## src/sv/hlbe_pkg.sv

```systemverilog
// ----------------------------------------------------------------------------
// hlbe_pkg
// Shared types, constants and helpers of the half lattice ball enumerator.
// ----------------------------------------------------------------------------
package hlbe_pkg;

    localparam int INDEX_MAX = 255;
    localparam int BOUND_W   = 8;
    localparam int IDX_W     = 10;
    localparam int CMP_W     = 21;
    localparam int BASIS_W   = 63;
    localparam int VEC_W     = 32;
    localparam int NORM_W    = 64;
    localparam int CUT_W     = 48;
    localparam int CNT_W     = 5;

    typedef enum logic [1:0] {
        PH_ORIGIN,
        PH_AXIS,
        PH_PLANE,
        PH_BODY
    } t_phase;

    typedef enum logic [2:0] {
        OP_NONE,
        OP_CLEAR,
        OP_MAC,
        OP_SQ,
        OP_ROOT,
        OP_LOAD
    } t_dp_op;

    typedef struct packed {
        logic restart;
        logic step;
        logic advance;
        logic set_done;
    } t_walk_cmd;

    typedef struct packed {
        logic hit;
        logic fail;
        logic finished;
        logic origin;
    } t_walk_sts;

    typedef struct packed {
        t_dp_op           op;
        logic [CNT_W-1:0] cnt;
        logic             idle;
        logic             done;
    } t_dp_cmd;

    function automatic logic [BOUND_W-1:0] clamp_bound(input logic [BOUND_W-1:0] b);
        return (32'(b) > INDEX_MAX) ? BOUND_W'(INDEX_MAX) : b;
    endfunction

    function automatic logic signed [CMP_W-1:0] component(
        input logic [BASIS_W-1:0] packed_vec,
        input logic [1:0]         c
    );
        logic [BASIS_W-1:0] sh;
        sh = packed_vec >> (CMP_W * 32'(c));
        return $signed(sh[CMP_W-1:0]);
    endfunction

endpackage

```

## src/sv/hlbe_ctrl.sv

```systemverilog
// ----------------------------------------------------------------------------
// hlbe_ctrl
// Sequencer: settle, accumulate, square, root, advance, settle again, deliver.
// ----------------------------------------------------------------------------
module hlbe_ctrl (
    input  logic                i_clk,
    input  logic                i_rst_n,
    input  logic                i_in_valid,
    input  logic                i_restart,
    output logic                o_in_ready,
    output logic                o_out_valid,
    input  logic                i_out_ready,
    input  hlbe_pkg::t_walk_sts i_sts,
    output hlbe_pkg::t_walk_cmd o_walk,
    output hlbe_pkg::t_dp_cmd   o_dp
);
    import hlbe_pkg::*;

    typedef enum logic [2:0] {
        S_IDLE, S_SETTLE, S_MAC, S_SQ, S_ROOT, S_ADV, S_RESETTLE, S_OUT
    } t_state;

    t_state           r_state;
    logic [CNT_W-1:0] r_cnt;
    logic             r_idle;
    logic             r_out_valid;
    logic             accept, load;

    assign accept = (r_state == S_IDLE) && i_in_valid;
    assign load   = (r_state == S_OUT) && (!r_out_valid || i_out_ready);

    always_comb begin
        o_walk          = '0;
        o_dp.op         = OP_NONE;
        o_dp.cnt        = r_cnt;
        o_dp.idle       = r_idle;
        o_dp.done       = i_sts.finished;
        o_walk.restart  = accept && i_restart;
        unique case (r_state)
            S_SETTLE: begin
                o_walk.step     = !i_sts.finished;
                o_walk.set_done = !i_sts.finished && i_sts.fail;
                if (!i_sts.finished && i_sts.hit) o_dp.op = OP_CLEAR;
            end
            S_MAC:      o_dp.op = OP_MAC;
            S_SQ:       o_dp.op = OP_SQ;
            S_ROOT:     o_dp.op = OP_ROOT;
            S_ADV:      o_walk.advance = 1'b1;
            S_RESETTLE: begin
                o_walk.step     = 1'b1;
                o_walk.set_done = i_sts.fail;
            end
            S_OUT:      if (load) o_dp.op = OP_LOAD;
            default:    o_dp.op = OP_NONE;
        endcase
    end

    always_ff @(posedge i_clk) begin
        if (!i_rst_n) begin
            r_state     <= S_IDLE;
            r_cnt       <= '0;
            r_idle      <= 1'b0;
            r_out_valid <= 1'b0;
        end else begin
            if (load)             r_out_valid <= 1'b1;
            else if (i_out_ready) r_out_valid <= 1'b0;
            unique case (r_state)
                S_IDLE: if (accept) r_state <= S_SETTLE;
                S_SETTLE: begin
                    r_cnt <= '0;
                    if (i_sts.finished || i_sts.fail) begin
                        r_idle  <= 1'b1;
                        r_state <= S_OUT;
                    end else if (i_sts.hit) begin
                        r_idle  <= 1'b0;
                        r_state <= S_MAC;
                    end
                end
                S_MAC: begin
                    if (r_cnt[3:0] == 4'b1010) begin
                        r_cnt   <= '0;
                        r_state <= S_SQ;
                    end else if (r_cnt[1:0] == 2'd2) begin
                        r_cnt <= {1'b0, r_cnt[3:2] + 2'd1, 2'd0};
                    end else begin
                        r_cnt <= r_cnt + CNT_W'(1);
                    end
                end
                S_SQ: begin
                    if (r_cnt == CNT_W'(3)) begin
                        r_cnt   <= '0;
                        r_state <= S_ROOT;
                    end else begin
                        r_cnt <= r_cnt + CNT_W'(1);
                    end
                end
                S_ROOT: begin
                    r_cnt <= r_cnt + CNT_W'(1);
                    if (r_cnt == CNT_W'(16)) r_state <= S_ADV;
                end
                S_ADV: r_state <= S_RESETTLE;
                S_RESETTLE: if (i_sts.hit || i_sts.fail) r_state <= S_OUT;
                S_OUT: if (load) r_state <= S_IDLE;
                default: r_state <= S_IDLE;
            endcase
        end
    end

    assign o_in_ready  = (r_state == S_IDLE);
    assign o_out_valid = r_out_valid;

endmodule

```

## config.mk

```make
export PLATFORM = sky130hd
export DESIGN_NAME = hlbe_ctrl
export DESIGN_NICKNAME = d
export VERILOG_FILES = /design/src/sv/hlbe_pkg.sv /design/src/sv/hlbe_ctrl.sv
export SDC_FILE = /design/constraint.sdc
export NUM_CORES = 1
export LEC_CHECK = 0
export ABC_AREA = 1
export BUFFER_PORTS_ARGS = -buffer_cell sky130_fd_sc_hd__buf_2
export CAP_MARGIN = 40
export CORE_ASPECT_RATIO = 0.9
export CORE_MARGIN = 4
export CORE_UTILIZATION = 51
export CTS_CLUSTER_SIZE = 20
export DETAILED_ROUTE_END_ITERATION = 8
export PLACE_DENSITY = 0.8
export SLEW_MARGIN = 20
export SYNTH_ARGS = -nofsm -noshare
export SYNTH_HDL_FRONTEND = slang
export SYNTH_SLANG_ARGS = --single-unit
```

## constraint.sdc

```tcl
create_clock -name i_clk -period 1.81 [get_ports i_clk]
set_input_delay 0.181 -clock i_clk [delete_from_list [all_inputs] [get_ports i_clk]]
set_output_delay 0.181 -clock i_clk [all_outputs]
set_load 0.05 [all_outputs]
```

==> results of run 1 <==
[through the flow]
stage               setup WS (ns)  util, %  cell area, sq um  hold slack (ns)
floorplan                  0.0359        -               973            0.279
global placement            0.322     63.4              1100            0.411
detailed placement          0.229     63.4              1100            0.417
CTS                       0.00149     65.5              1140            0.133
global route               0.0123     66.3              1150            0.147
finish                      0.106     66.3              1150            0.125
[layout by cell type, fill, tap and decap left out, types with 3 or more instances in the layout]
cell type and instances:
nand2_1 42, buf_2 21, inv_1 20, nor2_1 18, nand3_1 11, ha_1 9, dfxtp_1 9, a21oi_1 6
nand2_4 4, clkbuf_4 4, ha_2 3
[worst max-delay path by stage]
stage | slack [ns] | endpoint | cells past startpoint | from
final | 0.11 | o_walk[0] | 5 | r_state[0]$_SDFFE_PN0P_
after global placement | 0.32 | r_state[2]$_SDFFE_PN0P_ | 10 | r_cnt[0]$_SDFFE_PN0P_
after detailed placement | 0.23 | r_state[2]$_SDFFE_PN0P_ | 10 | r_cnt[0]$_SDFFE_PN0P_
after global routing | 0.01 | o_walk[0] | 5 | r_state[0]$_SDFFE_PN0P_
after CTS | 0.001 | o_walk[0] | 5 | r_state[0]$_SDFFE_PN0P_
after floorplan | 0.04 | r_state[2]$_SDFFE_PN0P_ | 10 | r_cnt[0]$_SDFFE_PN0P_
[area by class of cell]
cell class / count / area, sq um
clock buffers: 4 / 36.3
flip-flops and latches: 10 / 201
multi-input cells: 113 / 666
inverters: 23 / 88.8
well taps: 24 / 30.0
repair buffers: 24 / 128
fillers: 158 / 584
[worst min-delay path, stage by stage]
cell and delay, ns:
buf_2 0.11, nand2_1 0.05, inv_1 0.04
[state kept, by name (all words and copies together), names as in the netlist]
| name | cells |
|---|---|
| o_out_valid | 1 |
| r_cnt | 5 |
| r_idle | 1 |
| r_state | 3 |
[report_power, final]
| group | leakage (nW) | internal [mW] | total (mW) | switching (mW) |
|---|---|---|---|---|
| clock network | 0.0210 | 0.123 | 0.210 | 0.0875 |
| registers | 0.0820 | 0.276 | 0.357 | 0.0815 |
| logic | 0.552 | 0.358 | 1.21 | 0.851 |
[logic make-up after synthesis]
family	Yosys count	synth area share (%)
AND/OR/NAND/NOR	84	41.1
AO/OA/AOI/OAI	15	9.25
flip-flops	10	20.6
buffers and inverters	26	11.8
XOR/XNOR	2	1.80
adder cells (fa/ha/maj)	12	15.4
[routing by layer]
metal  track usage [%]  vias to the layer above  routed length [microns]
met2              33.7                       45                     1210
met3              7.03                        8                      208
met4              3.32                        0                       43
met5                 0                        -                        0
met1              24.5                      461                      965
li1                  -                      517                        -
==> flow_metrics.tcl, run 1 <==
set metrics [dict create \
    max_slew_margin_pct 81.6 \
    clkLatencyLatePin_ns 0.28 \
    ant_nets 0 \
    r2r-start "r_cnt[0]$_SDFFE_PN0P_" \
    via_count 1031 \
    dieArea_sq_um 2670 \
    path_cells "inv_1 -> ha_2 -> nand2_1 -> a21boi_1 -> clkbuf_4" \
    maxCapViolCount 0 \
    async_flop_share_pct 0 \
    portBuffers 23 \
    detailed_place_hpwl_mm 1.91 \
    crit_fanout 5 \
    wire_per_inst_microns 12.2 \
    final_hold_viol_count 0 \
    p_total_mw 1.78 \
    fin_crit_sh_pct 94.1 \
    start_kind "flop" \
    worst_ep_required_time_ns 1.63 \
    synth_ff_type "dfxtp_1" \
    instances_no_fill 198 \
    slowest_delay_ns 0.34 \
    path_buf_inv 2 \
    slowest_stage "dfxtp_1" \
    routed_wl_mm 2.43 \
    crit_arrival_ns 1.52 \
    syn2layout_area_growth_pct 18.1 \
    drt_pass1_iterations 4 \
    rr_worst_depth 10 \
    powerDensity_nw_per_um2 1540 \
    cts_tree "done" \
    tns_ns 0 \
    synth_cell_types 27 \
    worstReg2RegEnd "r_state[2]$_SDFFE_PN0P_" \
    fmax_mhz 587 \
    status "complete, no violations" \
    r2r_setup_slack_ns 0.12 \
    start_util_pct 56.1 \
    yosys_warnings 0 \
    tightest_slew_ns 0.275 \
    grt_usage_pct 20.1 \
    netlist_area_sq_um 973 \
    clk_pin_slew_ns 0.07 \
    hold_class "input pin to flop" \
    cts_root_buf "clkbuf_4" \
    antenna_found_initial 0 \
    dp.cells 194 \
    grt_overflow_total 0 \
    cts_inserted_buffers 3 \
    grt_max_degree 9 \
    coreArea_sq_um 1730 \
    ys_top_cells_by_area "dfxtp_1, nand2_1, ha_1" \
    hold_buffers 0 \
    drt-initial-drc-count 65 \
    crit_type "flop to output pin" \
    yosysMostFrequentCell "nand2_1" \
    cts_setup_buffers 0 \
    setup_viol 0 \
    syn_inst 149 \
    ys_seq_area_share_pct 20.6 \
    gp_congestion 0.924 \
    hold_end "r_cnt[2]$_SDFFE_PN0P_" \
    die_w_microns 54.1 \
    syn_nets 170 \
    grt_pass1_vias 959 \
    h-tree-depth 1 \
    nets 196 \
    cts_resized 0 \
    netlist_top_cells_count "nand2_1, inv_1, nor2_1, ha_1, nand3_1" \
    ys_seq_elements 10 \
    drv_slew 0 \
    synth_top_area_share_pct 20.6 \
    endpoint_kind "output pin" \
    cts_num_sinks 10 \
    drc 0 \
    via_per_inst 5.21 \
    grt_first_pass_wirelength_mm 4.04 \
    clk_path_buf_depth 2 \
    avgSynthCellArea_sq_um 6.53 \
    yosysTopAreaCell "dfxtp_1" \
    hold_depth 3 \
    rsz0062_at_grt "no" \
    min_from "i_rst_n" \
    synth_edf_count 0 \
    ir_drop_mv 0.998 \
    dieHeight_microns 49.4 \
    diodes 0 \
    rows 14 \
    io_pins 25 \
    skew_ns 0.000938 \
    cp_top_family "buffers and inverters" \
    p_leak_nw 0.655 \
    fin_crit_ns 1.70 \
    drive_gt1_share_pct 25.3 \
]
(Power assumes the default switching activity.)
==> run 2, diff against run 1 <==
Settings changed: ABC_AREA 1 to unset, PLACE_DENSITY 0.8 to 0.81.
==> run 2 against run 1 <==
Net effect:
- sequential power rose by 1%
- register-to-register slack got worse by 0.04 ns
- highest routed layer unchanged
- non-clock buffer count rose by 5
- utilization rose by 4.8 points
- critical endpoint unchanged
- largest cell class unchanged
- die area fell by 6.0%
- fmax fell by 3.4%
- largest power group unchanged
- sequential cell count did not move
- power rose by 6.9%
- clock-buffer cell count fell by 1
- synthesized cell count fell by 22%
==> flow_metrics.tcl, run 2 <==
set metrics [dict create \
    status "complete, no violations" \
    io_pins 25 \
    cts_inserted_buffers 3 \
    clk_path_buf_depth 2 \
    fin_crit_sh_pct 97.5 \
    fin_crit_ns 1.76 \
    p_seq_share_pct 19.0 \
    avgSynthCellArea_sq_um 7.80 \
    rows 14 \
    syn_nets 137 \
    ys_seq_elements 10 \
    start_util_pct 53.8 \
    largest_register_ff_count 5 \
    cts_num_sinks 10 \
    synth_edf_count 0 \
    instances_no_fill 167 \
    cts_root_buf "clkbuf_4" \
    hold_buffers 0 \
    top_register "r_cnt" \
    grt_max_degree 11 \
    tightest_slew_ns 0.419 \
    swShare_pct 53.6 \
    grt_usage_pct 21.2 \
    drc 0 \
    dp.cells 164 \
    skew_ns 0.00255 \
    drt_pass1_iterations 6 \
    p_int_mw 0.881 \
    ant_nets 0 \
    cts_tree "done" \
    portBuffers 23 \
    path_cells "inv_4 -> ha_4 -> or3b_4 -> nand2_2 -> and2_4 -> buf_8" \
    ys_seq_area_share_pct 22.1 \
    wire_per_inst_microns 15.2 \
    drt-initial-drc-count 34 \
    utilization_pct 71.1 \
    worst_ep_required_time_ns 1.63 \
    h-tree-depth 1 \
    crit_fanout 4 \
    reg_top3 "r_cnt x5, r_state x3" \
    grt_first_pass_wirelength_mm 3.94 \
    hold_ws_ns 0.216 \
    gp_congestion 0.833 \
    drv_slew 0 \
    coreArea_sq_um 1680 \
    via_count 974 \
    syn_inst 116 \
    synth_top_area_share_pct 22.1 \
    path_buf_inv 2 \
    ys_top_cells_by_area "dfxtp_1, ha_1, nand2_1" \
    dieArea_sq_um 2510 \
    dieHeight_microns 48.0 \
    via_per_inst 5.83 \
    diodes 0 \
    crit_type "flop to output pin" \
    crit_start "r_state[1]$_SDFFE_PN0P_" \
    r2r-start "r_cnt[2]$_SDFFE_PN0P_" \
    endpoint_kind "output pin" \
    yosys_warnings 0 \
    grt_pass1_vias 920 \
    setup_viol 0 \
    ir_drop_mv 1.00 \
    maxCapViolCount 0 \
    layout_common_cells "buf_2, nand2_1, inv_1, nor2_1, a21oi_1" \
    hold_class "input pin to flop" \
    p_sw_mw 1.02 \
    max_slew_margin_pct 71.7 \
    placed_cell_area_sq_um 1080 \
    grt_overflow_total 0 \
    slowest_stage "or3b_4" \
    drive_gt1_share_pct 39.2 \
    detailed_place_hpwl_mm 1.78 \
    multiInputGateArea_sq_um 711 \
    crit_arrival_ns 1.58 \
    die_w_microns 52.4 \
    combPwrFrac_pct 72.9 \
    clk_pin_slew_ns 0.06 \
    design_area_sq_um 1190 \
    regArea_sq_um 213 \
    p_total_mw 1.90 \
    min_from "i_rst_n" \
    antenna_found_initial 0 \
    async_flop_share_pct 0 \
    netlist_area_sq_um 905 \
    p_leak_nw 0.519 \
    final_common_cell "buf_2" \
    final_hold_viol_count 0 \
    clkLatencyLatePin_ns 0.26 \
    syn2layout_area_growth_pct 32.1 \
    fmax_mhz 567 \
    yosysTopAreaCell "dfxtp_1" \
    synth_ff_type "dfxtp_1" \
    slowest_delay_ns 0.40 \
    n_fill_cell 142 \
    cp_top_family "simple AND/OR/NAND/NOR gates" \
    nets 166 \
    powerDensity_nw_per_um2 1590 \
    synth_cell_types 40 \
    netlist_top_cells_count "nand2_1, ha_1, dfxtp_1, inv_1" \
    clkPwrFrac_pct 8.1 \
    start_kind "flop" \
    yosysMostFrequentCell "nand2_1" \
    routed_wl_mm 2.53 \
]
[run 2: per-layer routing]
| metal | global-route usage, % | routed length (microns) |
|---|---|---|
| met5 | 0 | 0 |
| met4 | 11.2 | 51 |
| met2 | 35.9 | 1230 |
| met1 | 25.6 | 1120 |
| met3 | 4.67 | 132 |
[run 2: per-stage QoR]
stage / setup TNS (ns) / setup WS [ns]
4_1_cts: 0 / 0.0122
2_1_floorplan: -0.0512 / -0.0512
3_3_place_gp: 0 / 0.102
5_1_grt: -0.0720 / -0.0603
6_report: 0 / 0.0460
3_5_place_dp: 0 / 0.0418
[run 2: tightest hold or removal path, delay by kind of cell]
family	cells	cell delay, ns
buffers and inverters	1	0.14
AND/OR/NAND/NOR	1	0.07
multiplexers	1	0.05
[run 2: kinds of logic after synthesis]
group	Yosys count	share of synthesized area (%)
adder cells (fa/ha/maj)	12	16.6
buffers and inverters	15	7.19
flip-flops	10	22.1
AND/OR/NAND/NOR	43	23.7
XOR/XNOR	1	0.968
AO/OA/AOI/OAI	32	26.1
multiplexers	3	3.32
[run 2: final timing paths]
| kind | to | slack [ns] | depth (start not counted) |
|---|---|---|---|
| worst max register to register | r_cnt[3]$_SDFFE_PN0P_ | 0.08 | 6 |
| worst min-delay path | r_state[1]$_SDFFE_PN0P_ | 0.22 | 3 |
| worst max-delay path | o_walk[0] | 0.05 | 6 |
| worst min register to register | r_idle$_SDFFE_PN0P_ | 0.48 | 2 |
[run 2: repair_timing]
item | in CTS | in global routing
endpoints found under the hold margin | 0 | 0
resized for setup | 4 | 22
pin swaps | 0 | 2
buffers inserted | 0 | 0
endpoints found under the setup margin | 2 | 11
[run 2: final cells by class]
| class | instances | share of cell area, % |
|---|---|---|
| multi-input combinational | 91 | 59.5 |
| sequential | 10 | 17.8 |
| timing repair buffer | 29 | 15.0 |
| inverter | 10 | 3.35 |
| tap | 24 | 2.51 |
| clock buffer | 3 | 1.88 |
[run 2: power by group through the flow]
stage | sequential [mW] | clock, mW | combinational (mW)
finish | 0.362 | 0.154 | 1.38
floorplan | 0.370 | 0 | 0.897
detailed placement | 0.344 | 0 | 1.20
global route | 0.374 | 0.174 | 1.48
CTS | 0.339 | 0.156 | 1.23
global placement | 0.339 | 0 | 1.16
==> run 3, diff against run 2 <==
Settings changed: CORE_UTILIZATION 51 to 46, PLACE_DENSITY 0.81 to 0.77.
Clock period 1.81 ns to 1.6 ns, I/O delays scaled along.
==> run 3 against run 2 <==
Net effect:
- the flow now finishes with violations (negative setup slack)
- register-to-register slack got worse by 0.24 ns
- non-clock buffer count increased by 17
- first-iteration DRC count increased by 68%
- sequential share of layout area decreased by 3.1 points
- sequential cell count unchanged
- clock-buffer cell count increased by 1
- hold slack got worse by 0.043 ns
- routed wire length increased by 35%
- power increased by 44%
- global-route usage increased by 4.9 points
- largest cell class unchanged
==> flow_metrics.tcl, run 3 (synthesis results as in run 2) <==
set metrics [dict create \
    status "finished, violations left" \
    violations "negative setup slack" \
    clk_pin_slew_ns 0.07 \
    cts_root_buf "clkbuf_4" \
    setup_viol 12 \
    nets 183 \
    start_kind "flop" \
    detailed_place_hpwl_mm 1.97 \
    coreArea_sq_um 1770 \
    path_cells "buf_6 -> ha_4 -> or3b_4 -> nand2_4 -> and2_4 -> buf_8" \
    final_common_cell "buf_4" \
    p_seq_share_pct 16.1 \
    hold_class "input pin to flop" \
    dp.cells 177 \
    final_hold_viol_count 0 \
    portBuffers 23 \
    fmax_mhz 552 \
    n_fill_cell 87 \
    skew_ns 0.00150 \
    start_util_pct 51.1 \
    crit_start "r_state[0]$_SDFFE_PN0P_" \
    dieHeight_microns 50.1 \
    largest_register_ff_count 5 \
    ir_drop_mv 1.41 \
    cts_inserted_buffers 3 \
    drt-initial-drc-count 57 \
    maxCapViolCount 0 \
    drv_slew 0 \
    drc 0 \
    grt_usage_pct 26.1 \
    r2r-start "r_state[0]$_SDFFE_PN0P_" \
    antenna_found_initial 0 \
    slowest_delay_ns 0.40 \
    routed_wl_mm 3.42 \
    cts_num_sinks 10 \
    gp_congestion 0.826 \
    fin_crit_sh_pct 113 \
    drt_pass1_iterations 5 \
    finalWorstSetupSlack_ns -0.213 \
    via_per_inst 5.89 \
    via_count 1089 \
    layout_common_cells "buf_4, buf_2, buf_6" \
    crit_arrival_ns 1.65 \
    hold_ws_ns 0.173 \
    ant_nets 0 \
    diodes 0 \
    powerDensity_nw_per_um2 1810 \
    clkLatencyLatePin_ns 0.28 \
    endpoint_kind "output pin" \
    utilization_pct 85.4 \
    r2r_setup_slack_ns -0.16 \
    grt_first_pass_wirelength_mm 5.19 \
    instances_no_fill 185 \
    fin_crit_ns 1.81 \
    syn2layout_area_growth_pct 67.1 \
    tightest_slew_ns 0.466 \
    dieArea_sq_um 2740 \
    p_int_mw 1.35 \
    h-tree-depth 1 \
    top_register "r_cnt" \
    crit_fanout 4 \
    wire_per_inst_microns 18.5 \
    die_w_microns 54.7 \
    worst_ep_required_time_ns 1.44 \
    p_sw_mw 1.39 \
    grt_pass1_vias 1108 \
    io_pins 25 \
    cts_tree "done" \
    crit_type "flop to output pin" \
    combPwrFrac_pct 76.5 \
    p_leak_nw 0.635 \
    min_from "i_rst_n" \
    slowest_stage "or3b_4" \
    p_total_mw 2.74 \
    clkPwrFrac_pct 7.3 \
    place_ws_ns -0.176 \
    rows 14 \
    grt_max_degree 13 \
    clk_path_buf_depth 2 \
    swShare_pct 50.6 \
    rsz0062_at_grt "yes" \
    max_slew_margin_pct 68.5 \
    reg_top3 "r_cnt x5, r_state x3" \
    grt_overflow_total 0 \
    drive_gt1_share_pct 57.1 \
]
[run 3: cell types whose count changed in the layout (fill, tap and decap cells not counted), moves of 4 or more]
| cell | previous run | this run |
|---|---|---|
| buf_2 | 20 | 15 |
| buf_4 | 6 | 17 |
| buf_6 | 1 | 12 |
| ha_4 | 1 | 5 |
[run 3: what timing repair did]
| action | 4_1_cts | 5_1_grt |
|---|---|---|
| pin swaps | 10 | 6 |
| gates resized for setup | 41 | 21 |
| setup buffers | 5 | 0 |
| setup endpoints to repair | 16 | 16 |
| gates cloned | 0 | 0 |
| hold buffers | 0 | 0 |
[run 3: per-layer routing]
metal / track usage, % / vias up / part of all wire [%]
met5: 0 / - / 0
met4: 10.8 / 0 / 4.4
met3: 6.93 / 21 / 7.4
met2: 41.9 / 67 / 48
met1: 31.8 / 504 / 41
li1: - / 497 / -
[run 3: worst max-delay path, delay by kind of cell, from the launching register on]
kind	cells	cell delay, ns
DFF	1	0.39
and+or+nand+nor	3	0.62
buffers and inverters	2	0.25
adders and majority gates	1	0.12
[run 3: worst paths after layout]
check,depth (start not counted),endpoint
setup / recovery,6,o_walk[0]
hold / removal,3,r_state[0]$_SDFFE_PN0P_
setup reg to reg,7,r_cnt[0]$_SDFFE_PN0P_
hold reg to reg,2,r_idle$_SDFFE_PN0P_
[run 3: per-stage QoR]
stage                     area (sq um)  setup TNS (ns)
final                             1510           -1.25
after global routing              1510           -1.82
after CTS                         1440          -0.884
after detailed placement          1220           -1.10
after global placement            1220          -0.508
after floorplan                    956          -0.248
[run 3: area by class of cell]
type                    count  area, sq um  share of cell area (%)
multi-input cells          91          826                    54.6
inverters                  10         40.0                    2.65
repair buffers             46          368                    24.3
flip-flops and latches     10          221                    14.7
clock buffers               4         26.3                    1.74
well taps                  24         30.0                    1.99
[run 3: power groups by stage]
stage	Sequential [mW]	Combinational (mW)	Clock (mW)
3_3_place_gp	0.393	1.49	0
6_report	0.442	2.10	0.201
3_5_place_dp	0.404	1.55	0
2_1_floorplan	0.424	1.06	0
4_1_cts	0.419	1.93	0.198
5_1_grt	0.455	2.19	0.213
