--- src/sv/hlbe_pkg.sv ---
// ----------------------------------------------------------------------------
// hlbe_pkg
// Shared types, constants and helpers of the half lattice ball enumerator.
// ----------------------------------------------------------------------------
package hlbe_pkg;

    localparam int INDEX_MAX = 255;
    localparam int BOUND_W   = 8;
    localparam int IDX_W     = 10;
    localparam int CMP_W     = 21;
    localparam int BASIS_W   = 63;
    localparam int VEC_W     = 32;
    localparam int NORM_W    = 64;
    localparam int CUT_W     = 48;
    localparam int CNT_W     = 5;

    typedef enum logic [1:0] {
        PH_ORIGIN,
        PH_AXIS,
        PH_PLANE,
        PH_BODY
    } t_phase;

    typedef enum logic [2:0] {
        OP_NONE,
        OP_CLEAR,
        OP_MAC,
        OP_SQ,
        OP_ROOT,
        OP_LOAD
    } t_dp_op;

    typedef struct packed {
        logic restart;
        logic step;
        logic advance;
        logic set_done;
    } t_walk_cmd;

    typedef struct packed {
        logic hit;
        logic fail;
        logic finished;
        logic origin;
    } t_walk_sts;

    typedef struct packed {
        t_dp_op           op;
        logic [CNT_W-1:0] cnt;
        logic             idle;
        logic             done;
    } t_dp_cmd;

    function automatic logic [BOUND_W-1:0] clamp_bound(input logic [BOUND_W-1:0] b);
        return (32'(b) > INDEX_MAX) ? BOUND_W'(INDEX_MAX) : b;
    endfunction

    function automatic logic signed [CMP_W-1:0] component(
        input logic [BASIS_W-1:0] packed_vec,
        input logic [1:0]         c
    );
        logic [BASIS_W-1:0] sh;
        sh = packed_vec >> (CMP_W * 32'(c));
        return $signed(sh[CMP_W-1:0]);
    endfunction

endpackage

--- src/sv/hlbe_walk.sv ---
// ----------------------------------------------------------------------------
// hlbe_walk
// Walk position: phase, indices and done flag, with one settle step per cycle while a step is commanded.
// ----------------------------------------------------------------------------
module hlbe_walk (
    input  logic                             i_clk,
    input  logic                             i_rst_n,
    input  hlbe_pkg::t_walk_cmd              i_cmd,
    input  logic [hlbe_pkg::BOUND_W-1:0]     i_b1,
    input  logic [hlbe_pkg::BOUND_W-1:0]     i_b2,
    input  logic [hlbe_pkg::BOUND_W-1:0]     i_b3,
    input  logic                             i_inc_origin,
    output hlbe_pkg::t_walk_sts              o_sts,
    output logic signed [hlbe_pkg::IDX_W-1:0] o_i1,
    output logic signed [hlbe_pkg::IDX_W-1:0] o_i2,
    output logic signed [hlbe_pkg::IDX_W-1:0] o_i3
);
    import hlbe_pkg::*;

    localparam logic signed [IDX_W-1:0] ONE  = IDX_W'(1);
    localparam logic signed [IDX_W-1:0] ZERO = '0;

    t_phase                  r_ph, n_ph;
    logic signed [IDX_W-1:0] r_i1, r_i2, r_i3;
    logic signed [IDX_W-1:0] t1, t2, t3;
    logic signed [IDX_W-1:0] bb1, bb2, bb3;
    logic                    r_fin;
    logic                    hit, fail;

    assign bb1 = $signed({2'b00, i_b1});
    assign bb2 = $signed({2'b00, i_b2});
    assign bb3 = $signed({2'b00, i_b3});

    always_comb begin
        t1   = r_i1;
        t2   = r_i2;
        t3   = r_i3;
        n_ph = r_ph;
        hit  = 1'b0;
        fail = 1'b0;
        unique case (r_ph)
            PH_ORIGIN: begin
                if (i_inc_origin) begin
                    hit = 1'b1;
                end else begin
                    n_ph = PH_AXIS;
                    t3   = ONE;
                end
            end
            PH_AXIS: begin
                if (t3 < ONE) t3 = ONE;
                if (t3 <= bb3) begin
                    hit = 1'b1;
                end else begin
                    n_ph = PH_PLANE;
                    t2   = ONE;
                    t3   = ZERO - bb3;
                end
            end
            PH_PLANE: begin
                if (t2 < ONE) begin
                    t2 = ONE;
                    t3 = ZERO - bb3;
                end
                if (t2 > bb2) begin
                    n_ph = PH_BODY;
                    t1   = ONE;
                    t2   = ZERO - bb2;
                    t3   = ZERO - bb3;
                end else if (t3 < ZERO - bb3) begin
                    t3 = ZERO - bb3;
                end else if (t3 > bb3) begin
                    t2 = t2 + ONE;
                    t3 = ZERO - bb3;
                end else begin
                    hit = 1'b1;
                end
            end
            PH_BODY: begin
                if (t1 < ONE) begin
                    t1 = ONE;
                    t2 = ZERO - bb2;
                    t3 = ZERO - bb3;
                end
                if (t1 > bb1) begin
                    fail = 1'b1;
                end else if (t2 < ZERO - bb2) begin
                    t2 = ZERO - bb2;
                    t3 = ZERO - bb3;
                end else if (t2 > bb2) begin
                    t1 = t1 + ONE;
                    t2 = ZERO - bb2;
                    t3 = ZERO - bb3;
                end else if (t3 < ZERO - bb3) begin
                    t3 = ZERO - bb3;
                end else if (t3 > bb3) begin
                    t2 = t2 + ONE;
                    t3 = ZERO - bb3;
                end else begin
                    hit = 1'b1;
                end
            end
            default: begin
                hit = 1'b0;
            end
        endcase
    end

    always_ff @(posedge i_clk) begin
        if (!i_rst_n) begin
            r_ph  <= PH_ORIGIN;
            r_i1  <= '0;
            r_i2  <= '0;
            r_i3  <= '0;
            r_fin <= 1'b0;
        end else begin
            if (i_cmd.restart) begin
                r_ph  <= PH_ORIGIN;
                r_i1  <= '0;
                r_i2  <= '0;
                r_i3  <= '0;
                r_fin <= 1'b0;
            end else if (i_cmd.step) begin
                r_ph <= n_ph;
                r_i1 <= t1;
                r_i2 <= t2;
                r_i3 <= t3;
            end else if (i_cmd.advance) begin
                if (r_ph == PH_ORIGIN) begin
                    r_ph <= PH_AXIS;
                    r_i3 <= ONE;
                end else begin
                    r_i3 <= r_i3 + ONE;
                end
            end
            if (i_cmd.set_done) r_fin <= 1'b1;
        end
    end

    assign o_sts.hit      = hit;
    assign o_sts.fail     = fail;
    assign o_sts.finished = r_fin;
    assign o_sts.origin   = (r_ph == PH_ORIGIN);
    assign o_i1 = r_i1;
    assign o_i2 = r_i2;
    assign o_i3 = r_i3;

endmodule

--- config.mk ---
export PLATFORM = sky130hd
export DESIGN_NAME = hlbe_walk
export DESIGN_NICKNAME = d
export VERILOG_FILES = /design/src/sv/hlbe_pkg.sv /design/src/sv/hlbe_walk.sv
export SDC_FILE = /design/constraint.sdc
export NUM_CORES = 1
export LEC_CHECK = 0
export BUFFER_PORTS_ARGS = -buffer_cell sky130_fd_sc_hd__clkbuf_2
export CORE_MARGIN = 10
export CORE_UTILIZATION = 50
export CTS_CLUSTER_DIAMETER = 40
export DETAILED_ROUTE_END_ITERATION = 12
export PLACE_DENSITY = 0.66
export SETUP_SLACK_MARGIN = 0.5
export SYNTH_ARGS = -nofsm -noshare
export SYNTH_HDL_FRONTEND = slang
export SYNTH_SLANG_ARGS = --single-unit
--- constraint.sdc ---
create_clock -name i_clk -period 6.9 [get_ports i_clk]
set_input_delay 1.035 -clock i_clk [delete_from_list [all_inputs] [get_ports i_clk]]
set_output_delay 1.035 -clock i_clk [all_outputs]
set_load 0.01 [all_outputs]
==> results of run 1 <==
==> power breakdown <==
part	leakage [nW]	switching, mW	internal [mW]
clock network	0.0696	0.102	0.133
logic	2.54	0.195	0.113
registers	0.267	0.00414	0.193
total	2.88	0.300	0.439
==> synthesized netlist by cell type (all sizes together) (3+ instances only) <==
cell     number  area (um2)
o221a         3        33.8
o21bai        4        30.0
buf           9        53.8
nor3         12        65.1
nand3        33         165
a211oi       11        82.6
and4          5        45.0
inv          63         236
xnor2        18         158
o211ai       21         158
a32oi         3        26.3
or4           5        41.3
o21ai        53         277
nor2         57         214
or3           9        62.6
o22ai         8        50.1
and2          5        31.3
nand2b        7        43.8
a221oi        3        26.3
a311oi        3        26.3
or3b          3        26.3
a2111oi       8         101
o21a         11        82.6
dfxtp        33         661
nor3b         3        22.5
a211o         7        61.3
nand2        79         297
a22o          3        26.3
nor4          9        62.6
a21o         10        75.1
mux2         16         180
o31ai         7        52.6
and3         16         100
a31oi        20         140
nor2b        30         188
mux2i        13         130
a21oi        31         155
nand4        18         113
o221ai        7        61.3
a32o          3        30.0
ha           90        1130
nand3b        5        41.3
clkbuf       28         105
==> cell families after synthesis <==
family / after synthesis
AND/OR/NAND/NOR: 299
AO/OA/AOI/OAI: 232
XOR/XNOR: 19
adder cells (fa/ha/maj): 90
multiplexers: 29
flip-flops: 33
buffers and inverters: 101
==> metrics by stage <==
| step | utilization (%) | worst slack (ns) | area, um2 | std cells | power, mW |
|---|---|---|---|---|---|
| floorplan | - | 1.48 | 5840 | 803 | 0.408 |
| global placement | 54.8 | 0.832 | 6250 | 983 | 0.490 |
| detailed placement | 54.8 | 0.698 | 6250 | 983 | 0.494 |
| CTS | 56.0 | 0.670 | 6400 | 991 | 0.729 |
| global route | 56.2 | 0.519 | 6410 | 991 | 0.781 |
| finish | 56.2 | 0.901 | 6410 | 991 | 0.740 |
==> final cells by class <==
| class | instances | area (um2) | share of cell area, % |
|---|---|---|---|
| inverter | 64 | 240 | 3.74 |
| multi-input combinational | 669 | 4800 | 74.8 |
| sequential | 33 | 661 | 10.3 |
| clock inverter | 3 | 17.5 | 0.273 |
| tap | 143 | 179 | 2.79 |
| timing repair buffer | 74 | 395 | 6.16 |
| clock buffer | 5 | 125 | 1.95 |
==> timing repair <==
item,in CTS,in global routing
setup endpoints to repair,0,1
resized for setup,0,5
hold buffers,0,0
==> cells in the final DEF (no fill, tap or decap), types with 16 or more instances in the layout <==
| cell | count |
|---|---|
| a21oi_1 | 31 |
| a31oi_1 | 19 |
| and3_1 | 16 |
| clkbuf_2 | 64 |
| dfxtp_1 | 33 |
| ha_1 | 89 |
| inv_1 | 63 |
| mux2_2 | 16 |
| nand2_1 | 79 |
| nand3_1 | 33 |
| nand4_1 | 18 |
| nor2_1 | 57 |
| nor2b_1 | 29 |
| o211ai_1 | 21 |
| o21ai_0 | 49 |
| xnor2_1 | 18 |
==> worst max path at each step <==
stage / from / endpoint / slack [ns] / depth (start not counted)
floorplan: o_i2[4]$_SDFFE_PP0P_ / o_sts[3] / 1.48 / 18
global placement: i_b2[0] / o_sts[3] / 0.83 / 14
detailed placement: i_b2[0] / o_sts[3] / 0.70 / 14
CTS: o_i2[8]$_SDFFE_PP0P_ / o_sts[3] / 0.67 / 15
global route: o_i2[8]$_SDFFE_PP0P_ / o_sts[3] / 0.52 / 15
finish: o_i2[4]$_SDFFE_PP0P_ / o_sts[3] / 0.90 / 14
==> layer usage <==
metal / wire (um) / vias to the layer above / track usage (%)
li1: - / 3095 / -
met1: 9220 / 3106 / 35.4
met2: 8760 / 435 / 35.8
met3: 2530 / 49 / 5.05
met4: 388 / 0 / 5.70
met5: 0 / - / 0
==> flip-flops by register name (all words and copies together) (netlist names) <==
register	flops
o_i2	10
r_fin	1
o_i3	10
o_i1	10
r_ph	2
==> tightest hold or removal path, delay by kind of cell, from the launching register on <==
family | cells | cell delay, ns
DFF | 1 | 0.34
and+or+nand+nor | 1 | 0.06
muxes | 1 | 0.06
==> run_results.csv, run 1 <==
group,metric,value,unit
yosys,synth_mux_area_share,5.32,%
timing,period_share,86.9,%
flow_run,max_cap_viol_count,0,
die,rows,39,
critical_path,path_cells,"or4_1 > nor4_1 > ha_2 > buf_4 > o21ai_0 > ha_1 > nor2b_1 > o21bai_1 > a311oi_1 > a211o_1 > or3_1 > o311a_1 > o21ai_0 > clkbuf_2",
routing,avgRoutedWirePerCell,21.1,um
routing,vias,6685,
yosys,synth-adder-area-share,19.3,%
critical_path,crit_slowest_cell,"o21ai_0",
pwr,ir_drop,0.0815,mV
critical_path,end_kind,"primary output",
critical_path,rr_startpoint,"o_i1[2]$_SDFFE_PP0P_",
final_layout,diodes,0,
final_layout,drive_gt1_share,14.5,%
clock_tree,numCtsBuffers,5,
yosys,synth_edf_count,0,
timing,skew,0.00858,ns
final_layout,fin_nets,968,
yosys,synth.distinct_cells,73,
worst_hold_path,min-delay-start,"r_ph[1]$_SDFFE_PP0P_",
yosys,netlist_area,0.00584,mm2
yosys,yosys_warnings,0,
critical_path,crit_family,"compound AO/OA/AOI/OAI gates",
yosys,syn_avg_cell_area,7.27,um2
critical_path,crit_required,5.86,ns
critical_path,critPathKind,"flip-flop to primary output",
timing,worst_pin_slew,1.02,ns
yosys,synth_simple_gate_area_share,26.4,%
timing,hold_viol_final,0,
pwr,power_density,115,mW/mm2
critical_path,start_kind,"flip-flop",
final_layout,nFillCells,1128,
die,core,0.0114,mm2
yosys,synth_top_family_by_area,"compound AO/OA/AOI/OAI gates",
yosys,netlist_instances,803,
critical_path,slowest_delay,0.57,ns
timing,min_period,6.00,ns
worst_hold_path,hold_class,"flip-flop to flip-flop",
yosys,synth_compound_area_share,28.0,%
critical_path,ff2ff_path_depth,14,
critical_path,crit_fanout,13,
timing,relSlewSlack,32.1,%
place,hpwl,16400,um
clock_tree,cts-root-buf,"clkbuf_16",
critical_path,reg2reg_slack,1.59,ns
timing,drv_slew,0,
critical_path,cp_common_cell,"o21ai_0",
yosys,synth-seq-cells,33,
routing,first_iter_violations,850,
die,start_util,51.1,%
die,io_pins,65,
critical_path,r2r_end,"o_i2[2]$_SDFFE_PP0P_",
place,gp_congestion,1.03,
timing,final-setup-viol-count,0,
clock_tree,cts_tree,"yes",
place,port_buffers,64,
clock_tree,h-tree-depth,2,
yosys,synth_flop_cell,"dfxtp_1",
critical_path,path_buf_inv,2,
final_layout,syn_to_final_growth,9.90,%
grt,overflow,0,
die,dieWidth,128,um
clock_tree,clk_pin_slew,0.07,ns
yosys,ys_seq_area_share,11.3,%
die,die_area,0.0164,mm2
critical_path,cp.arrival,4.96,ns
status,status,"completed",
routing,wl,20900,um
pwr,leakagePower,2.88,nW
clock_tree,cts.sinks,33,
yosys,synth_nets,924,
grt,gr-usage-all-layers,24.4,%
timing,fin_hold_ws,0.507,ns
routing,vias_per_cell,6.75,
worst_hold_path,whs_endpoint,"r_ph[1]$_SDFFE_PP0P_",
yosys,synthArstFlopShare,0,%
worst_hold_path,min_path_cells,2,
grt,grt_pass1_wl,33200,um
routing,drc_errors,0,
yosys,synth-xor-area-share,2.85,%
grt,antenna_found_initial,0,
grt,grt_max_degree,38,
clock_tree,clk_latency,0.29,ns
timing,rsz0062_at_grt,"false",
grt,grt_pass1_vias,6173,
timing,tns,0,ns
routing,drtAntennaViolNets,0,
clock_tree,cts_max_path_buffers,2,
routing,first_pass_iters,5,
clock_tree,cts_setup_buffers,0,
die,die_h,128,um
timing,max_freq,167,MHz
No activity file was read; power rests on OpenSTA's default activity.
==> run 2, diff against run 1 <==
--- a/config.mk
+++ b/config.mk
@@ -7,10 +7,10 @@
 export LEC_CHECK = 0
 export BUFFER_PORTS_ARGS = -buffer_cell sky130_fd_sc_hd__clkbuf_2
 export CORE_MARGIN = 10
-export CORE_UTILIZATION = 50
+export CORE_UTILIZATION = 40
 export CTS_CLUSTER_DIAMETER = 40
 export DETAILED_ROUTE_END_ITERATION = 12
-export PLACE_DENSITY = 0.66
+export PLACE_DENSITY = 0.54
 export SETUP_SLACK_MARGIN = 0.5
 export SYNTH_ARGS = -nofsm -noshare
 export SYNTH_HDL_FRONTEND = slang
==> run 2 against run 1 <==
Effect of this change: largest cell class unchanged; clock-buffer cell count unchanged; via count decreased by 1.6%; total power increased by 2.0%; final area grew 1.8%; maximum frequency down 0.62%; critical path type unchanged; combinational power is 4% higher.
==> run_results.csv, run 2 (synthesis results as in run 1) <==
group,metric,value,unit
status,status,"completed",
grt,grt_max_degree,33,
timing,skew,0.0209,ns
worst_hold_path,hold_class,"flip-flop to flip-flop",
critical_path,crit_fanout,17,
routing,vias,6581,
die,core,0.0144,mm2
timing,final-setup-viol-count,0,
grt,grt_pass1_vias,6275,
final_layout,syn_to_final_growth,11.9,%
final_layout,layout_common_cells,"ha_1 (89), nand2_1 (79), clkbuf_2 (64), inv_1 (63), nor2_1 (57)",
grt,antenna_found_initial,0,
place,dp_slack,0.740,ns
clock_tree,h-tree-depth,2,
die,die_area,0.0198,mm2
die,rows,44,
timing,fin_hold_ws,0.505,ns
routing,first_pass_iters,6,
timing,drv_slew,0,
routing,wl,22100,um
routing,avgRoutedWirePerCell,21.2,um
die,io_pins,65,
final_layout,drive_gt1_share,15.3,%
grt,gr-usage-all-layers,21.3,%
place,hpwl,17300,um
timing,rsz0062_at_grt,"false",
timing,hold_viol_final,0,
critical_path,end_kind,"primary output",
timing,relSlewSlack,44.1,%
critical_path,crit_required,5.86,ns
pwr,leakagePower,2.92,nW
grt,grt_pass1_wl,34700,um
place,gp_congestion,0.961,
pwr,power_density,116,mW/mm2
critical_path,critPathKind,"flip-flop to primary output",
timing,worst_pin_slew,0.835,ns
timing,period_share,87.5,%
critical_path,start_kind,"flip-flop",
routing,vias_per_cell,6.32,
grt,overflow,0,
timing,tns,0,ns
flow_run,max_cap_viol_count,0,
place,placed_cell_area,0.00634,mm2
clock_tree,cts_tree,"yes",
final_layout,fin_nets,977,
timing,final.setup.worst_slack,0.863,ns
clock_tree,cts.sinks,33,
routing,drc_errors,0,
final_layout,layout_commonest_cell,"ha_1",
timing,max_freq,166,MHz
clock_tree,cts-root-buf,"clkbuf_16",
die,dieWidth,141,um
routing,first_iter_violations,693,
clock_tree,cts_max_path_buffers,2,
die,start_util,40.5,%
die,die_h,141,um
routing,drtAntennaViolNets,0,
final_layout,diodes,0,
clock_tree,clk_latency,0.31,ns
clock_tree,clk_pin_slew,0.07,ns
clock_tree,numCtsBuffers,5,
place,port_buffers,64,
critical_path,cp.arrival,5.00,ns
timing,min_period,6.04,ns
final_layout,final_area,0.00653,mm2
pwr,ir_drop,0.0840,mV
run 2: layer usage:
layer	up-vias	track usage (%)	routed length, um
met1	3085	28.7	9960
met2	338	32.1	9470
met5	-	0	0
met3	43	5.71	2180
met4	0	6.68	502
li1	3115	-	-
run 2: power by group:
group	switching, mW	total, mW	internal, mW
clock network	0.105	0.237	0.133
registers	0.00404	0.197	0.193
logic	0.199	0.320	0.121
total	0.308	0.754	0.446
run 2: worst max-delay path, stage by stage, from the launching register on:
cell,delay (ns)
dfxtp_1,0.36
or4_1,0.53
nor4_1,0.29
ha_1,0.20
buf_4,0.22
clkinv_1,0.32
nand2_1,0.16
o21a_1,0.26
inv_1,0.10
ha_1,0.31
nand4_1,0.14
o22ai_1,0.20
a31oi_1,0.09
o21ai_1,0.47
nand3b_4,0.29
o311a_1,0.45
o21ai_0,0.15
clkbuf_2,0.15
run 2: final timing paths:
| kind | startpoint | endpoint | slack (ns) | cells after the start |
|---|---|---|---|---|
| worst min register to register | r_ph[1]$_SDFFE_PP0P_ | r_ph[1]$_SDFFE_PP0P_ | 0.51 | 2 |
| worst min-delay path | r_ph[1]$_SDFFE_PP0P_ | r_ph[1]$_SDFFE_PP0P_ | 0.51 | 2 |
| worst max-delay path | o_i1[2]$_SDFFE_PP0P_ | o_sts[3] | 0.86 | 17 |
| worst max register to register | o_i1[2]$_SDFFE_PP0P_ | o_i3[5]$_SDFFE_PP0P_ | 1.64 | 17 |
run 2: final cells by class:
| class | instances | area, um2 |
|---|---|---|
| clock buffer | 5 | 125 |
| clock inverter | 3 | 17.5 |
| sequential | 33 | 661 |
| fill | 1473 | 7900 |
| multi-input combinational | 669 | 4790 |
| timing repair buffer | 83 | 463 |
| tap | 184 | 230 |
| inverter | 64 | 240 |
run 2: repair_timing:
item                       4_1_cts  5_1_grt
setup endpoints to repair        1        1
gates resized for setup          1        3
pin swaps                        0        1
hold buffers                     0        0
buffers inserted                 0        5
run 2: per-stage QoR:
step	total power, mW	util, %	cells
5_1_grt	0.797	45.3	1041
2_1_floorplan	0.408	-	803
6_report	0.754	45.3	1041
3_5_place_dp	0.504	43.9	1028
3_3_place_gp	0.502	43.9	1028
4_1_cts	0.741	44.9	1036
==> run 3, diff against run 2 <==
--- a/config.mk
+++ b/config.mk
@@ -10,8 +10,9 @@
 export CORE_UTILIZATION = 40
 export CTS_CLUSTER_DIAMETER = 40
 export DETAILED_ROUTE_END_ITERATION = 12
-export PLACE_DENSITY = 0.54
+export PLACE_DENSITY = 0.56
 export SETUP_SLACK_MARGIN = 0.5
+export SLEW_MARGIN = 20
 export SYNTH_ARGS = -nofsm -noshare
 export SYNTH_HDL_FRONTEND = slang
 export SYNTH_SLANG_ARGS = --single-unit
==> constraint.sdc (replaced) <==
create_clock -name i_clk -period 4.92 [get_ports i_clk]
set_input_delay 0.738 -clock i_clk [delete_from_list [all_inputs] [get_ports i_clk]]
set_output_delay 0.738 -clock i_clk [all_outputs]
set_load 0.01 [all_outputs]
==> run 3 against run 2 <==
Effect of this change: combinational power up 75%; largest cell class unchanged; clock power up 34%; final area up 16%; sequential share of layout area down 1.3 points; clock-buffer cell count unchanged; critical path depth down 2; core utilization up 7.3 points; critical endpoint unchanged; worst hold slack better by 0.0087 ns; first-iteration DRC count up 17%; die area unchanged.
==> run_results.csv, run 3 (synthesis results as in run 1) <==
group,metric,value,unit
grt,grt_pass1_wl,36000,um
routing,avgRoutedWirePerCell,20.9,um
die,die_h,141,um
clock_tree,numCtsBuffers,5,
timing,tns,0,ns
final_layout,final_cells,1105,
pwr,ir_drop,0.121,mV
final_layout,fin_nets,1041,
die,io_pins,65,
pwr,p_switching,0.457,mW
final_layout,syn_to_final_growth,30.0,%
timing,drv_slew,0,
critical_path,crit_required,4.18,ns
final_layout,layout_common_cells,"ha_1 (81), buf_4 (78), nand2_1 (75), clkbuf_2 (63), inv_1 (57)",
timing,skew,0.00502,ns
grt,grt_pass1_vias,6468,
critical_path,end_kind,"primary output",
critical_path,critPathKind,"flip-flop to primary output",
die,start_util,40.5,%
clock_tree,cts-root-buf,"clkbuf_16",
pwr,leakagePower,3.35,nW
routing,wl,23100,um
clock_tree,cts_max_path_buffers,2,
routing,vias_per_cell,6.25,
clock_tree,h-tree-depth,2,
routing,drc_errors,0,
critical_path,cp.arrival,4.05,ns
die,rows,44,
timing,relSlewSlack,26.3,%
clock_tree,cts.sinks,33,
grt,overflow,0,
place,place_inst,1079,
routing,drtAntennaViolNets,0,
clock_tree,clk_pin_slew,0.06,ns
clock_tree,cts_tree,"yes",
timing,max_freq,209,MHz
worst_hold_path,hold_class,"flip-flop to flip-flop",
pwr,seqPwrFrac,23.8,%
timing,min_period,4.79,ns
timing,hold_viol_final,0,
grt,antenna_found_initial,0,
timing,rsz0062_at_grt,"true",
routing,first_pass_iters,7,
die,dieWidth,141,um
final_layout,diodes,0,
place,gp_congestion,0.966,
die,die_area,0.0198,mm2
status,status,"completed",
pwr,power_frac_clock,27.6,%
pwr,p_sw_share,39.7,%
final_layout,final_core_util,52.6,%
critical_path,crit_fanout,5,
final_layout,drive_gt1_share,29.5,%
flow_run,max_cap_viol_count,0,
pwr,p_comb_share,48.5,%
timing,worst_pin_slew,1.10,ns
pwr,power_density,152,mW/mm2
clock_tree,clk_latency,0.29,ns
critical_path,start_kind,"flip-flop",
routing,vias,6903,
grt,grt_max_degree,33,
die,core,0.0144,mm2
final_layout,layout_commonest_cell,"ha_1",
clock_tree,holdBufCountCts,0,
timing,period_share,97.3,%
timing,fin_hold_ws,0.514,ns
pwr,p_int,0.694,mW
grt,gr-usage-all-layers,22.1,%
place,port_buffers,64,
place,hpwl,18100,um
routing,first_iter_violations,810,
timing,final-setup-viol-count,0,
==> run 3: cell type report <==
class                      instances  area (um2)
fill                            1418        6840
sequential                        33         667
tap                              184         230
inverter                          64         241
multi-input combinational        669        5310
clock inverter                     3        17.5
timing repair buffer             147        1000
clock buffer                       5         125
==> run 3: routing by layer <==
metal / part of all wire [%] / wire length, um / global-route usage (%)
met3: 8.6 / 2000 / 4.57
met1: 46 / 10600 / 31.0
met2: 44 / 10200 / 33.6
met4: 1.7 / 388 / 5.16
met5: 0 / 0 / 0
==> run 3: power by group through the flow <==
stage / registers [mW] / clock network [mW] / logic, mW
2_1_floorplan: 0.281 / 0 / 0.313
3_3_place_gp: 0.280 / 0 / 0.468
3_5_place_dp: 0.280 / 0 / 0.475
4_1_cts: 0.274 / 0.319 / 0.514
5_1_grt: 0.275 / 0.330 / 0.607
6_report: 0.274 / 0.318 / 0.559
==> run 3: critical path, cell delays in order (launching register included) <==
cell      delay [ns]
dfxtp_1         0.31
or4_4           0.54
nor4_4          0.23
ha_2            0.34
buf_12          0.14
buf_6           0.13
mux2_4          0.34
ha_4            0.27
nand4_1         0.15
o22ai_2         0.21
a311oi_2        0.07
a211o_1         0.30
or3_4           0.36
o311a_4         0.14
o21ai_2         0.10
buf_2           0.14
==> run 3: path summary, 6_finish.rpt <==
kind                            cells past startpoint            startpoint  slack [ns]                   end
worst max register to register                     17  o_i2[3]$_SDFFE_PP0P_        0.53  o_i2[5]$_SDFFE_PP0P_
worst max-delay path                               15  o_i2[3]$_SDFFE_PP0P_        0.13              o_sts[3]
worst min register to register                      2  r_ph[1]$_SDFFE_PP0P_        0.51  r_ph[1]$_SDFFE_PP0P_
worst min-delay path                                2  r_ph[1]$_SDFFE_PP0P_        0.51  r_ph[1]$_SDFFE_PP0P_
==> run 3: stage by stage <==
step,cell area (um2),setup slack [ns],power [mW]
finish,7590,0.132,1.15
global route,7590,-0.00781,1.21
CTS,7250,0.154,1.11
detailed placement,6800,0.142,0.755
global placement,6800,0.167,0.748
floorplan,5950,0.350,0.594
==> run 3: what timing repair did <==
item                       CTS  global route
pin swaps                   15            25
setup endpoints to repair   18            27
buffers inserted            10             7
hold endpoints to repair     0             0
cloned                       1             0
gates resized for setup     45            66
